**src/design/sfrt_pkg.sv**
```systemverilog
package sfrt_pkg;

	// Header layout
	localparam logic [3:0] HDR_LEN    = 4'd9;
	localparam logic [3:0] POS_ID_HI  = 4'd0;
	localparam logic [3:0] POS_ID_LO  = 4'd1;
	localparam logic [3:0] POS_FLAG   = 4'd2;
	localparam logic [3:0] POS_LEN_HI = 4'd7;
	localparam logic [3:0] POS_LEN_LO = 4'd8;

	// Header match values, the toggled bit and the target element identifier
	localparam logic [7:0] ID_HI     = 8'h09;
	localparam logic [7:0] ID_LO     = 8'h03;
	localparam logic [7:0] TOP_BIT   = 8'h80;
	localparam logic [7:0] TARGET_ID = 8'h54;

	// Information element layout
	localparam logic [16:0] ELEM_HDR   = 17'd4;
	localparam logic [16:0] OFF_ID     = 17'd0;
	localparam logic [16:0] OFF_LEN_HI = 17'd2;
	localparam logic [16:0] OFF_LEN_LO = 17'd3;
	localparam logic [16:0] OFF_TGT    = 17'd5;

	// Per-word control handed to the walker
	typedef struct packed {
		logic step;
		logic last;
	} sfrt_step_t;

endpackage

```
**src/design/sfrt_walker.sv**
```systemverilog
module sfrt_walker import sfrt_pkg::*; (
	input  logic       clk,
	input  logic       arst_n,
	input  sfrt_step_t ctl,
	input  logic [7:0] data,
	output logic       flip
);

	logic [3:0]  hpos_q, hpos_n;
	logic        hmatch_q, hmatch_n;
	logic [16:0] body_q, body_n;
	logic [16:0] eoff_q, eoff_n;
	logic [15:0] elen_q, elen_n;
	logic        tgt_q, tgt_n;
	logic        done_q, done_n;
	logic [16:0] total;

	// Decode the current word against header position and element walk
	always_comb begin
		hpos_n   = hpos_q;
		hmatch_n = hmatch_q;
		body_n   = body_q;
		eoff_n   = eoff_q;
		elen_n   = elen_q;
		tgt_n    = tgt_q;
		done_n   = done_q;
		flip     = 1'b0;
		total    = {1'b0, elen_q} + ELEM_HDR;
		if (hpos_q < HDR_LEN) begin
			case (hpos_q)
				POS_ID_HI:  hmatch_n = (data == ID_HI);
				POS_ID_LO:  hmatch_n = hmatch_q && (data == ID_LO);
				POS_FLAG:   flip = hmatch_q;
				POS_LEN_HI: body_n = {1'b0, data, 8'h00};
				POS_LEN_LO: body_n = body_q | {9'b0, data};
				default: ;
			endcase
			hpos_n = hpos_q + 4'd1;
		end else if (hmatch_q && !done_q) begin
			if (eoff_q == OFF_ID) begin
				if (body_q == '0)
					done_n = 1'b1;
				else
					tgt_n = (data == TARGET_ID);
			end
			if (!done_n) begin
				if (tgt_n) begin
					if (eoff_q == OFF_TGT) begin
						flip   = 1'b1;
						done_n = 1'b1;
					end
					eoff_n = eoff_q + 17'd1;
				end else begin
					if (eoff_q == OFF_LEN_HI) begin
						elen_n = {8'h00, data};
					end else if (eoff_q == OFF_LEN_LO) begin
						elen_n = {elen_q[7:0], data};
						total  = {1'b0, elen_n} + ELEM_HDR;
						if (total >= body_q) begin
							body_n = '0;
							done_n = 1'b1;
						end else begin
							body_n = body_q - total;
						end
					end
					// Wrap to the next element after its last content byte
					if (eoff_q >= OFF_LEN_LO && eoff_q == {1'b0, elen_n} + OFF_LEN_LO)
						eoff_n = '0;
					else
						eoff_n = eoff_q + 17'd1;
				end
			end
		end
		// Drop all message state after the final word
		if (ctl.last) begin
			hpos_n   = '0;
			hmatch_n = 1'b0;
			body_n   = '0;
			eoff_n   = '0;
			elen_n   = '0;
			tgt_n    = 1'b0;
			done_n   = 1'b0;
		end
	end

	// Advance walk state once per processed word
	always_ff @(posedge clk or negedge arst_n) begin
		if (!arst_n) begin
			hpos_q   <= '0;
			hmatch_q <= 1'b0;
			body_q   <= '0;
			eoff_q   <= '0;
			elen_q   <= '0;
			tgt_q    <= 1'b0;
			done_q   <= 1'b0;
		end else if (ctl.step) begin
			hpos_q   <= hpos_n;
			hmatch_q <= hmatch_n;
			body_q   <= body_n;
			eoff_q   <= eoff_n;
			elen_q   <= elen_n;
			tgt_q    <= tgt_n;
			done_q   <= done_n;
		end
	end

endmodule

```
**src/design/signalling_ref_flag_toggler.sv**
```systemverilog
// Datapath: an accepted input word passes through the input register, then the result register, to the output.
// Throughput: one word per cycle; s_tready stays high unless both registers are
// full and m_tready is low, in which case both stages hold.
// Reset: arst_n clears both stage valid flags and the walker state, so the next
// accepted word is taken as byte 0 of a new message.
module signalling_ref_flag_toggler import sfrt_pkg::*; (
	input  logic       clk,
	input  logic       arst_n,
	input  logic       s_tvalid,
	output logic       s_tready,
	input  logic [7:0] s_tdata,   // [7:0] data_byte
	input  logic       s_tlast,   // last_byte
	output logic       m_tvalid,
	input  logic       m_tready,
	output logic [7:0] m_tdata,   // [7:0] out_byte
	output logic       m_tlast,   // out_last
	output logic       m_tuser    // [0] flipped
);

	logic       valid_s1, last_s1;
	logic [7:0] data_s1;
	logic       valid_s2, last_s2, flip_s2;
	logic [7:0] data_s2;
	logic       adv;
	logic       flip;
	sfrt_step_t ctl;

	// Move words forward whenever the output register is free or draining
	assign adv      = !valid_s2 || m_tready;
	assign s_tready = !valid_s1 || adv;
	assign ctl.step = valid_s1 && adv;
	assign ctl.last = last_s1;

	sfrt_walker u_walker (
		.clk    (clk),
		.arst_n (arst_n),
		.ctl    (ctl),
		.data   (data_s1),
		.flip   (flip)
	);

	// Input register
	always_ff @(posedge clk or negedge arst_n) begin
		if (!arst_n) begin
			valid_s1 <= 1'b0;
		end else if (s_tready) begin
			valid_s1 <= s_tvalid;
		end
	end

	always_ff @(posedge clk) begin
		if (s_tready && s_tvalid) begin
			data_s1 <= s_tdata;
			last_s1 <= s_tlast;
		end
	end

	// Result register
	always_ff @(posedge clk or negedge arst_n) begin
		if (!arst_n) begin
			valid_s2 <= 1'b0;
		end else if (adv) begin
			valid_s2 <= valid_s1;
		end
	end

	always_ff @(posedge clk) begin
		if (ctl.step) begin
			data_s2 <= flip ? (data_s1 ^ TOP_BIT) : data_s1;
			last_s2 <= last_s1;
			flip_s2 <= flip;
		end
	end

	assign m_tvalid = valid_s2;
	assign m_tdata  = data_s2;
	assign m_tlast  = last_s2;
	assign m_tuser  = flip_s2;

endmodule

```
**config.mk**
```make
export PLATFORM = sky130hd
export DESIGN_NAME = signalling_ref_flag_toggler
export DESIGN_NICKNAME = d
export VERILOG_FILES = /design/src/design/sfrt_pkg.sv /design/src/design/sfrt_walker.sv /design/src/design/signalling_ref_flag_toggler.sv
export SDC_FILE = /design/constraint.sdc
export NUM_CORES = 1
export LEC_CHECK = 0
export BUFFER_PORTS_ARGS = -buffer_cell sky130_fd_sc_hd__clkbuf_2
export CORE_ASPECT_RATIO = 1.1
export CORE_MARGIN = 3
export CORE_UTILIZATION = 45
export DETAILED_ROUTE_END_ITERATION = 16
export HOLD_SLACK_MARGIN = 0.12
export PLACE_DENSITY = 0.65
export SLEW_MARGIN = 5
export SYNTH_ARGS = -nofsm -noshare
export SYNTH_HDL_FRONTEND = slang
export SYNTH_SLANG_ARGS = --single-unit
```
**constraint.sdc**
```tcl
create_clock -name clk -period 4.75 [get_ports clk]
set_input_delay 0.475 -clock clk [delete_from_list [all_inputs] [get_ports clk]]
set_output_delay 0.475 -clock clk [all_outputs]
set_load 0.05 [all_outputs]
```
=== Word level (Yosys, flattened, before mapping) ===
Index checks and enable logic that the tools add are counted.

* Bits in registers: 78

* Add/subtract/negate cells: 5
* Magnitude comparators: 3
* Eq/ne operators: 18
* Multiplexer cells: 57
* Bitwise operators: 2
* Reduce and logical (&&, ||, !) cells: 24

{| class="wikitable"
|+ Operator list
! operator !! number
|-
| 17-bit 2-to-1 mux || 14
|-
| 16-bit 2-to-1 mux || 11
|-
| 17-bit by 2-bit == test with 1-bit output, second input constant || 2
|-
| 17-bit zero test || 2
|-
| 17-bit one-hot mux with 2 select lines || 1
|-
| 1-bit 2-to-1 mux || 27
|-
| 16-bit by 2-bit adder with 17-bit output, second input constant || 1
|-
| 16-bit by 3-bit adder with 17-bit output, second input constant || 1
|-
| 17-bit by 1-bit adder with 17-bit output, second input constant || 1
|-
| 17-bit == test || 1
|-
| 17-bit by 3-bit == test with 1-bit output, second input constant || 1
|-
| 17-bit >= comparator || 1
|-
| 17-bit by 2-bit >= comparator with 1-bit output, second input constant || 1
|-
| 17-bit by 8-bit OR with 17-bit output || 1
|-
| 17-bit subtractor || 1
|-
| 3-bit by 2-bit inequality test with 1-bit output, second input constant || 3
|-
| 3-bit nonzero test || 3
|-
| 8-bit by 2-bit == test with 1-bit output, second input constant || 1
|-
| 8-bit by 4-bit == test with 1-bit output, second input constant || 1
|-
| 8-bit by 7-bit == test with 1-bit output, second input constant || 1
|-
| 4-bit 2-to-1 mux || 2
|-
| 8-bit 2-to-1 mux || 1
|-
| 7-bit AND reduction || 1
|-
| 2-bit inequality test, second input constant || 3
|-
| 18 further kinds || 27
|}

=== Depth between registers and ports, before layout ===
Gate-level depths: netlist of run 1.

* Depth in word-level cells: 18
* Depth in mapped cells: 19
* Mapped depth without buffers: 17

=== Modules after synthesis ===
Synthesis of run 1 repeated with hierarchy kept, for this count alone.

* Cell total of the unflattened synthesis: 624
* Area total of the unflattened synthesis: 5644.2 sq um

{| class="wikitable"
|+ By module, submodules not included
! module !! times used !! cells an instance !! area each (sq um) !! sequential area each (sq um)
|-
| sfrt_walker || 1 || 596 || 4961.0 || 1426.4
|-
| signalling_ref_flag_toggler || 1 || 28 || 683.2 || 620.6
|}

=== Worst setup path after synthesis of run 1 ===
Ideal clock, no wire load.

* Path kind: register to register
* Start: register u_walker.elen_q[0]
* End: register u_walker.body_q[4]
* Library setup time: 0.119 ns
* Arrival: 3.361 ns
* Data required time: 4.631 ns
* Path slack: 1.270 ns
* Cell stages (with the launch flop): 17
* Period minus slack after synthesis: 3.480 ns
* Path through: dfrtp_1 clkbuf_1 and3_1 nand3_1 or3_1 xor2_1 ha_1 nand3_1 or4_1 o21ai_0 a31oi_1 o21ai_0 nor3_1 clkbuf_1 a21o_1 a21oi_1 nor2_1

* Word-level cells in the longest chain between the ends: 10

{| class="wikitable"
|+ RTL lines
! what !! RTL line !! text
|-
| from (decl) || sfrt_walker.sv:13 || <nowiki>logic [15:0] elen_q, elen_n;</nowiki>
|-
| from (signal assigned) || sfrt_walker.sv:101 || <nowiki>elen_q <= elen_n;</nowiki>
|-
| 16-bit by 3-bit adder with 17-bit output || sfrt_walker.sv:58 || <nowiki>total = {1'b0, elen_n} + ELEM_HDR;</nowiki>
|-
| 17-bit >= comparator || sfrt_walker.sv:59 || <nowiki>if (total >= body_q) begin</nowiki>
|-
| 17-bit 2-to-1 mux || sfrt_walker.sv:59 ||
|-
| 17-bit 2-to-1 mux || sfrt_walker.sv:56 || <nowiki>end else if (eoff_q == OFF_LEN_LO) begin</nowiki>
|-
| 17-bit 2-to-1 mux || sfrt_walker.sv:54 || <nowiki>if (eoff_q == OFF_LEN_HI) begin</nowiki>
|-
| 17-bit 2-to-1 mux || sfrt_walker.sv:47 || <nowiki>if (tgt_n) begin</nowiki>
|-
| 17-bit 2-to-1 mux || sfrt_walker.sv:46 || <nowiki>if (!done_n) begin</nowiki>
|-
| 17-bit 2-to-1 mux || sfrt_walker.sv:39 || <nowiki>end else if (hmatch_q && !done_q) begin</nowiki>
|-
| 17-bit 2-to-1 mux || sfrt_walker.sv:29 || <nowiki>if (hpos_q < HDR_LEN) begin</nowiki>
|-
| 17-bit 2-to-1 mux || sfrt_walker.sv:75 || <nowiki>if (ctl.last) begin</nowiki>
|-
| to (signal assigned) || sfrt_walker.sv:99 || <nowiki>body_q <= body_n;</nowiki>
|-
| to (decl) || sfrt_walker.sv:11 || <nowiki>logic [16:0] body_q, body_n;</nowiki>
|}

Every way passes these cells. The select of a mux whose other input is x is not followed.
A chain may end at the register's enable or synchronous reset.

=== Worst setup path in the final report of run 1 ===
* Start: register data_s1[4]
* End: register u_walker.body_q[3]

* Word-level cells in the longest chain between the ends: 10

{| class="wikitable"
|+ RTL lines
! what !! RTL line !! text
|-
| from (decl) || signalling_ref_flag_toggler.sv:21 || <nowiki>logic [7:0] data_s1;</nowiki>
|-
| from (signal assigned) || signalling_ref_flag_toggler.sv:53 || <nowiki>data_s1 <= s_tdata;</nowiki>
|-
| 16-bit by 3-bit adder with 17-bit output || sfrt_walker.sv:58 ||
|-
| 17-bit >= comparator || sfrt_walker.sv:59 ||
|-
| 17-bit 2-to-1 mux || sfrt_walker.sv:59 ||
|-
| 17-bit 2-to-1 mux || sfrt_walker.sv:56 ||
|-
| 17-bit 2-to-1 mux || sfrt_walker.sv:54 ||
|-
| 17-bit 2-to-1 mux || sfrt_walker.sv:47 ||
|-
| 17-bit 2-to-1 mux || sfrt_walker.sv:46 ||
|-
| 17-bit 2-to-1 mux || sfrt_walker.sv:39 ||
|-
| 17-bit 2-to-1 mux || sfrt_walker.sv:29 ||
|-
| 17-bit 2-to-1 mux || sfrt_walker.sv:75 ||
|}

Several ways; a longest one is shown, not always the timed one. The select of a mux whose other input is x is not followed.

==> impl_metrics.csv, run 1 <==
group,metric,value,unit
clocking,cts_setup_buffers,0,
synth,postSynthAreaPerCell,8.71,µm²
sta,tns,0,ps
synth,synth_area,0.00575,mm²
setup_path,cp_cell_sequence,"nand3_1 -> nor2_1 -> nand3_1 -> xor2_1 -> ha_1 -> a21o_1 -> a21o_1 -> a21o_1 -> a21oi_1 -> nand2_1 -> o21ai_0 -> nor3_2 -> buf_4 -> a21o_1 -> a21oi_1 -> nor2_1",
die,ioPinCount,25,
die,chipHeight,125,µm
route,vias,5215,
clocking,cts.htree.levels,3,
setup_path,ff2ff_path_depth,16,
setup_path,cp_common_cell,"a21o_1",
route,first_pass_iters,5,
synth,synth.net_count,706,
pwr,power,0.00214,W
die,die_w,114,µm
layout,finalNonFillerCells,832,
clocking,clk_pin_slew_worst_paths,60,ps
sta,setup_viol,0,
pwr,peakVddDrop,0.233,mV
grt,grt_pass1_wl,26200,µm
setup_path,crit_path_top_delay_cell,"edfxtp_1",
hold_path,worst_hold_path_type,"in -> async",
route,drcViolationCount,0,
die,die_area,0.0142,mm²
clocking,cts_hold_buf,0,
sta,relSlewSlack,19.1,%
route,viasPerCell,6.27,
setup_path,max_stage_delay,590,ps
job,cap_violations,0,
layout,final_cell_mix,"dfrtp_1 (59), nand2_1 (54), nor2_1 (44), a21oi_1 (44), nand3_1 (36)",
place,post-dp-hpwl,11300,µm
sta,finClkSkew,8.11,ps
synth,syn_inst,660,
synth,yosys_warnings,0,
synth,synth_top_area_share,25.7,%
setup_path,crit_type,"reg -> reg",
die,core,0.0122,mm²
sta,min_period,3970,ps
grt,grt_max_degree,60,
setup_path,cpLargestDelayFamily,"compound AO/OA/AOI/OAI gates",
clocking,clockBufferDepth,2,
die,start_util,46.9,%
synth,ys_ff_latch,78,
pwr,p_leak,2.72,nW
clocking,clk_latency,350,ps
run_status,outcome,"finished, final reports clean",
die,rows,42,
route,drtIter0Drc,383,
grt,grt_usage,23.1,%
layout,diodes,0,
place,placedInstanceArea,0.00603,mm²
layout,final_layout_size_suffix_gt1_share,10.3,%
synth,async_reset_ff_share,75.6,%
synth,yosys-top-cells-area,"dfrtp_1 (26%), edfxtp_1 (9.9%), ha_1 (7.0%)",
layout,design_area,0.00633,mm²
synth,yosysSeqAreaShare,35.6,%
grt,grt_overflow,0,
grt,grt_pass1_vias,5093,
setup_path,critPathLaunchType,"flop",
layout,nNetsFinal,719,
route,antenna_left,0,
layout,syn_to_final_growth,10.1,%
sta,rsz0062_at_grt,"false",
clocking,cts_resized,0,
place,portBuffers,24,
grt,antenna_found_initial,0,
place,place.gp.congestion,0.924,
place,placed_cells,816,
setup_path,worst-path-buf-inv,1,
synth,synth_top_flop_cell,"dfrtp_1",
setup_path,cp-end-kind,"flop",
layout,final_common_cell,"dfrtp_1",
route,routed_wl,15900,µm
synth,synth-edff-count,19,
route,wl_per_cell,19.1,µm
clocking,ctsRootBufferMaster,"clkbuf_16",
sta,worst_pin_slew,1200,ps
synth,ys_types,70,
setup_path,crit_cells,16,
pwr,p_per_area,338,mW/mm²
sta,drv_slew,0,
clocking,numClockSinks,78,
synth,synth_area_leader_cell,"dfrtp_1",
setup_path,crit_required,4990,ps
setup_path,worstPathMaxFanout,21,
setup_path,arrival,4210,ps
sta,fin_crit_sh,83.5,%
clocking,cts_made_buffers,9,
clocking,cts_tree,"built",
sta,fmax,0.252,GHz
sta,hold_viol_final,0,
[through the flow]
stage | hold slack [ps] | utilization [%] | setup WS (ps)
floorplan | 179 | - | 1270
global placement | 462 | 49.3 | 899
detailed placement | 481 | 49.3 | 801
CTS | 284 | 51.7 | 778
global route | 283 | 51.7 | 446
finish | 268 | 51.7 | 783
[final timing paths]
kind	slack, ps	to	from
max reg2reg	780	u_walker.body_q[3]$_DFFE_PN0P_	data_s1[4]$_DFFE_PP_
min	270	u_walker.eoff_q[16]$_DFFE_PN0P_	arst_n
max	780	u_walker.body_q[3]$_DFFE_PN0P_	data_s1[4]$_DFFE_PP_
min reg2reg	490	u_walker.elen_q[14]$_DFFE_PN0P_	u_walker.elen_q[14]$_DFFE_PN0P_
max in group asynchronous	3920	u_walker.body_q[16]$_DFFE_PN0P_	arst_n
min in group clk	290	data_s1[5]$_DFFE_PP_	s_tdata[5]
[synth_stat cells, types with 5 or more instances]
| cell type | n |
|---|---|
| clkbuf_1 | 29 |
| a21o_1 | 19 |
| and3_1 | 16 |
| a22o_1 | 16 |
| xor2_1 | 15 |
| nor3_1 | 13 |
| dfrtp_1 | 59 |
| nand4_1 | 11 |
| ha_1 | 32 |
| nor2_1 | 44 |
| xnor2_1 | 24 |
| o21a_1 | 13 |
| a21oi_1 | 44 |
| buf_2 | 6 |
| or3_1 | 8 |
| edfxtp_1 | 19 |
| and2_1 | 6 |
| o21ai_0 | 33 |
| nand2b_1 | 11 |
| a31oi_1 | 8 |
| nor2b_1 | 5 |
| o311ai_1 | 11 |
| nand2_1 | 54 |
| a22oi_1 | 10 |
| inv_1 | 25 |
| nor4_1 | 11 |
| nand3b_1 | 6 |
| nand3_1 | 36 |
[metal layers]
layer	vias up	GRT usage [%]	part of all wire, %
met2	181	37.9	49
met5	-	0	0
li1	2483	-	-
met1	2517	30.4	43
met4	0	8.06	2.4
met3	34	4.08	5.7
[sequential cells by signal, summed over array words and instances (netlist names)]
| register | flops |
|---|---|
| u_walker.body_q | 17 |
| u_walker.eoff_q | 17 |
| u_walker.elen_q | 16 |
| data_s1 | 8 |
| m_tdata | 8 |
| u_walker.hpos_q | 4 |
| last_s1 | 1 |
| m_tlast | 1 |
| m_tuser | 1 |
| m_tvalid | 1 |
| u_walker.done_q | 1 |
| u_walker.hmatch_q | 1 |
| u_walker.tgt_q | 1 |
| valid_s1 | 1 |
[kinds of logic (layout without fill, tap and decap cells)]
kind of cell | count (synthesis) | after routing | synth area share (%)
AO/OA/AOI/OAI | 195 | 195 | 23.1
XOR/XNOR | 39 | 39 | 5.94
adder cells (fa/ha/maj) | 34 | 34 | 7.49
buffers and inverters | 64 | 82 | 4.57
flip-flops | 78 | 78 | 35.6
multiplexers | 8 | 8 | 1.52
AND/OR/NAND/NOR | 242 | 242 | 21.8
[cell type report]
class                      count  area (µm²)
clock buffer                  10         229
clock inverter                 6        70.1
fill                        1165        5910
inverter                      25        93.8
multi-input combinational    518        3450
sequential                    78        2050
tap                          154         193
timing repair buffer          41         248
[where the power goes]
group          total, W  switching, W  internal, W
Sequential     0.000800     0.0000580     0.000742
Clock          0.000702      0.000291     0.000411
Combinational  0.000639      0.000388     0.000250
Total           0.00214      0.000738      0.00140
Power figures use the tool's default switching activity.
==> run 2: changes to the inputs <==
--- a/config.mk
+++ b/config.mk
@@ -11,7 +11,7 @@
 export CORE_UTILIZATION = 45
 export DETAILED_ROUTE_END_ITERATION = 16
 export HOLD_SLACK_MARGIN = 0.12
-export PLACE_DENSITY = 0.65
+export PLACE_DENSITY = 0.68
 export SLEW_MARGIN = 5
 export SYNTH_ARGS = -nofsm -noshare
 export SYNTH_HDL_FRONTEND = slang
==> constraint.sdc (replaced) <==
create_clock -name clk -period 3.2 [get_ports clk]
set_input_delay 0.32 -clock clk [delete_from_list [all_inputs] [get_ports clk]]
set_output_delay 0.32 -clock clk [all_outputs]
set_load 0.05 [all_outputs]
==> run 2 against run 1 <==
  * Highest routed layer unchanged
  * First-iteration DRC count grew 56%
  * Via count grew 18%
  * Final cell count grew 19%
  * Power grew 71%
  * The run now ends with setup timing left
  * Design area grew 27%
  * Global-route usage grew 3.8 points
  * Register-to-register slack lost 930 ps
  * Non-clock buffer count grew 156
  * Sequential power grew 46%
  * Fmax grew 19%
  * Routed wire length grew 26%
==> impl_metrics.csv, run 2 (synthesis gave the netlist of run 1 again) <==
group,metric,value,unit
run_status,outcome,"finished with violations",
run_status,violations,"setup timing",
place,pre_cts_ws,-413,ps
layout,diodes,0,
sta,worst_slack,-146,ps
sta,relSlewSlack,27.6,%
setup_path,worstPathMaxFanout,6,
die,die_w,114,µm
route,antenna_left,0,
clocking,clockBufferDepth,2,
sta,rsz0062_at_grt,"true",
clocking,cts_tree,"built",
die,start_util,46.9,%
sta,min_period,3350,ps
pwr,peakVddDrop,0.411,mV
layout,multi_input_area,0.00384,mm²
clocking,numClockSinks,78,
sta,fmax,0.299,GHz
layout,syn_to_final_growth,40.1,%
grt,grt_pass1_wl,30300,µm
setup_path,critPathLaunchType,"flop",
sta,worst_pin_slew,1080,ps
place,portBuffers,24,
setup_path,arrival,3620,ps
die,die_area,0.0142,mm²
route,routed_wl,20000,µm
layout,seqCellArea,0.00205,mm²
sta,hold_viol_final,0,
setup_path,crit_type,"reg -> reg",
route,viasPerCell,6.24,
clocking,cts_made_buffers,9,
layout,top_regs,"u_walker.body_q x17, u_walker.eoff_q x17, u_walker.elen_q x16",
grt,grt_pass1_vias,5998,
layout,final_common_cell,"buf_4",
layout,nNetsFinal,875,
route,wl_per_cell,20.2,µm
hold_path,worst_hold_path_type,"in -> async",
route,drcViolationCount,0,
layout,final_cell_mix,"buf_4 (154), dfrtp_1 (59), nand2_1 (52)",
job,cap_violations,0,
clocking,ctsRootBufferMaster,"clkbuf_16",
layout,fill_cells,979,
die,chipHeight,125,µm
route,drtIter0Drc,596,
pwr,p_leak,3.63,nW
sta,setup_viol,35,
place,place.gp.congestion,0.964,
die,ioPinCount,25,
setup_path,crit_required,3480,ps
clocking,clk_latency,350,ps
sta,drv_slew,0,
grt,grt_usage,26.9,%
clocking,cts.htree.levels,3,
route,first_pass_iters,7,
sta,fin_crit_sh,105,%
pwr,p_per_area,455,mW/mm²
setup_path,cp-end-kind,"flop",
grt,antenna_found_initial,0,
sta,tns,-2560,ps
die,rows,42,
sta,finClkSkew,8.57,ps
route,vias,6165,
clocking,clk_pin_slew_worst_paths,60,ps
place,post-dp-hpwl,13600,µm
grt,grt_max_degree,60,
grt,grt_overflow,0,
die,core,0.0122,mm²
layout,final_layout_size_suffix_gt1_share,34.4,%
## run 2: per-layer routing
metal  up-vias  wire length (µm)  track usage [%]
met4         0              1110             13.2
met2       312              9770             44.0
met5         -                 0                0
li1       2797                 -                -
met3       102              1430             4.96
met1      2954              7640             33.9
## run 2: area by class of cell
| type | instances | share of cell area (%) |
|---|---|---|
| Multi-Input combinational cell | 518 | 47.8 |
| Sequential cell | 78 | 25.4 |
| Timing Repair Buffer | 197 | 19.8 |
| Clock buffer | 10 | 2.84 |
| Tap cell | 154 | 2.39 |
| Inverter | 25 | 1.17 |
| Clock inverter | 6 | 0.591 |
## run 2: repair_timing
action / CTS / global route
cloned: 3 / 1
gates resized for setup: 19 / 83
hold buffers: 0 / 0
pin swaps: 10 / 57
endpoints found under the setup margin: 34 / 46
endpoints found under the hold margin: 0 / 0
setup buffers: 11 / 7
## run 2: worst max-delay path: stages (launching register included)
cell and delay [ps]:
edfxtp_1 400, buf_6 130, nand4_1 210, buf_4 230, nor2_4 90, nand2_2 70, nor2_2 90, xnor2_1 90
ha_1 350, buf_6 110, a21o_1 130, a21oi_2 100, nand2_1 110, o21ai_2 70, a31oi_2 230, o21ai_4 120
nor3_4 240, buf_6 210, buf_6 120, a21oi_4 50, a21oi_2 130
## run 2: final timing paths
check / startpoint / end / slack (ps) / cells after the start
min in group clk: s_tdata[1] / data_s1[1]$_DFFE_PP_ / 140 / 1
worst min-delay path: arst_n / u_walker.eoff_q[14]$_DFFE_PN0P_ / 140 / 2
worst max register to register: data_s1[2]$_DFFE_PP_ / u_walker.body_q[2]$_DFFE_PN0P_ / -150 / 20
worst min register to register: u_walker.elen_q[14]$_DFFE_PN0P_ / u_walker.elen_q[14]$_DFFE_PN0P_ / 480 / 2
max in group asynchronous: arst_n / u_walker.hmatch_q$_DFFE_PN0P_ / 2540 / 2
worst max-delay path: data_s1[2]$_DFFE_PP_ / u_walker.body_q[2]$_DFFE_PN0P_ / -150 / 20
## run 2: stage by stage
step | utilization, % | instances | power (W) | cell area [µm²] | hold WS (ps)
after floorplan | - | 660 | 0.00191 | 5780 | 24.4
after global placement | 57.7 | 950 | 0.00242 | 7070 | 462
after detailed placement | 57.7 | 950 | 0.00244 | 7070 | 476
after CTS | 62.2 | 980 | 0.00349 | 7610 | 144
after global routing | 65.8 | 988 | 0.00384 | 8050 | 143
final | 65.8 | 988 | 0.00366 | 8050 | 139
## run 2: power breakdown
part | internal, W | total (W) | switching, W
Sequential | 0.00110 | 0.00117 | 0.0000676
Clock | 0.000531 | 0.000977 | 0.000446
Combinational | 0.000689 | 0.00152 | 0.000830
Total | 0.00232 | 0.00366 | 0.00134
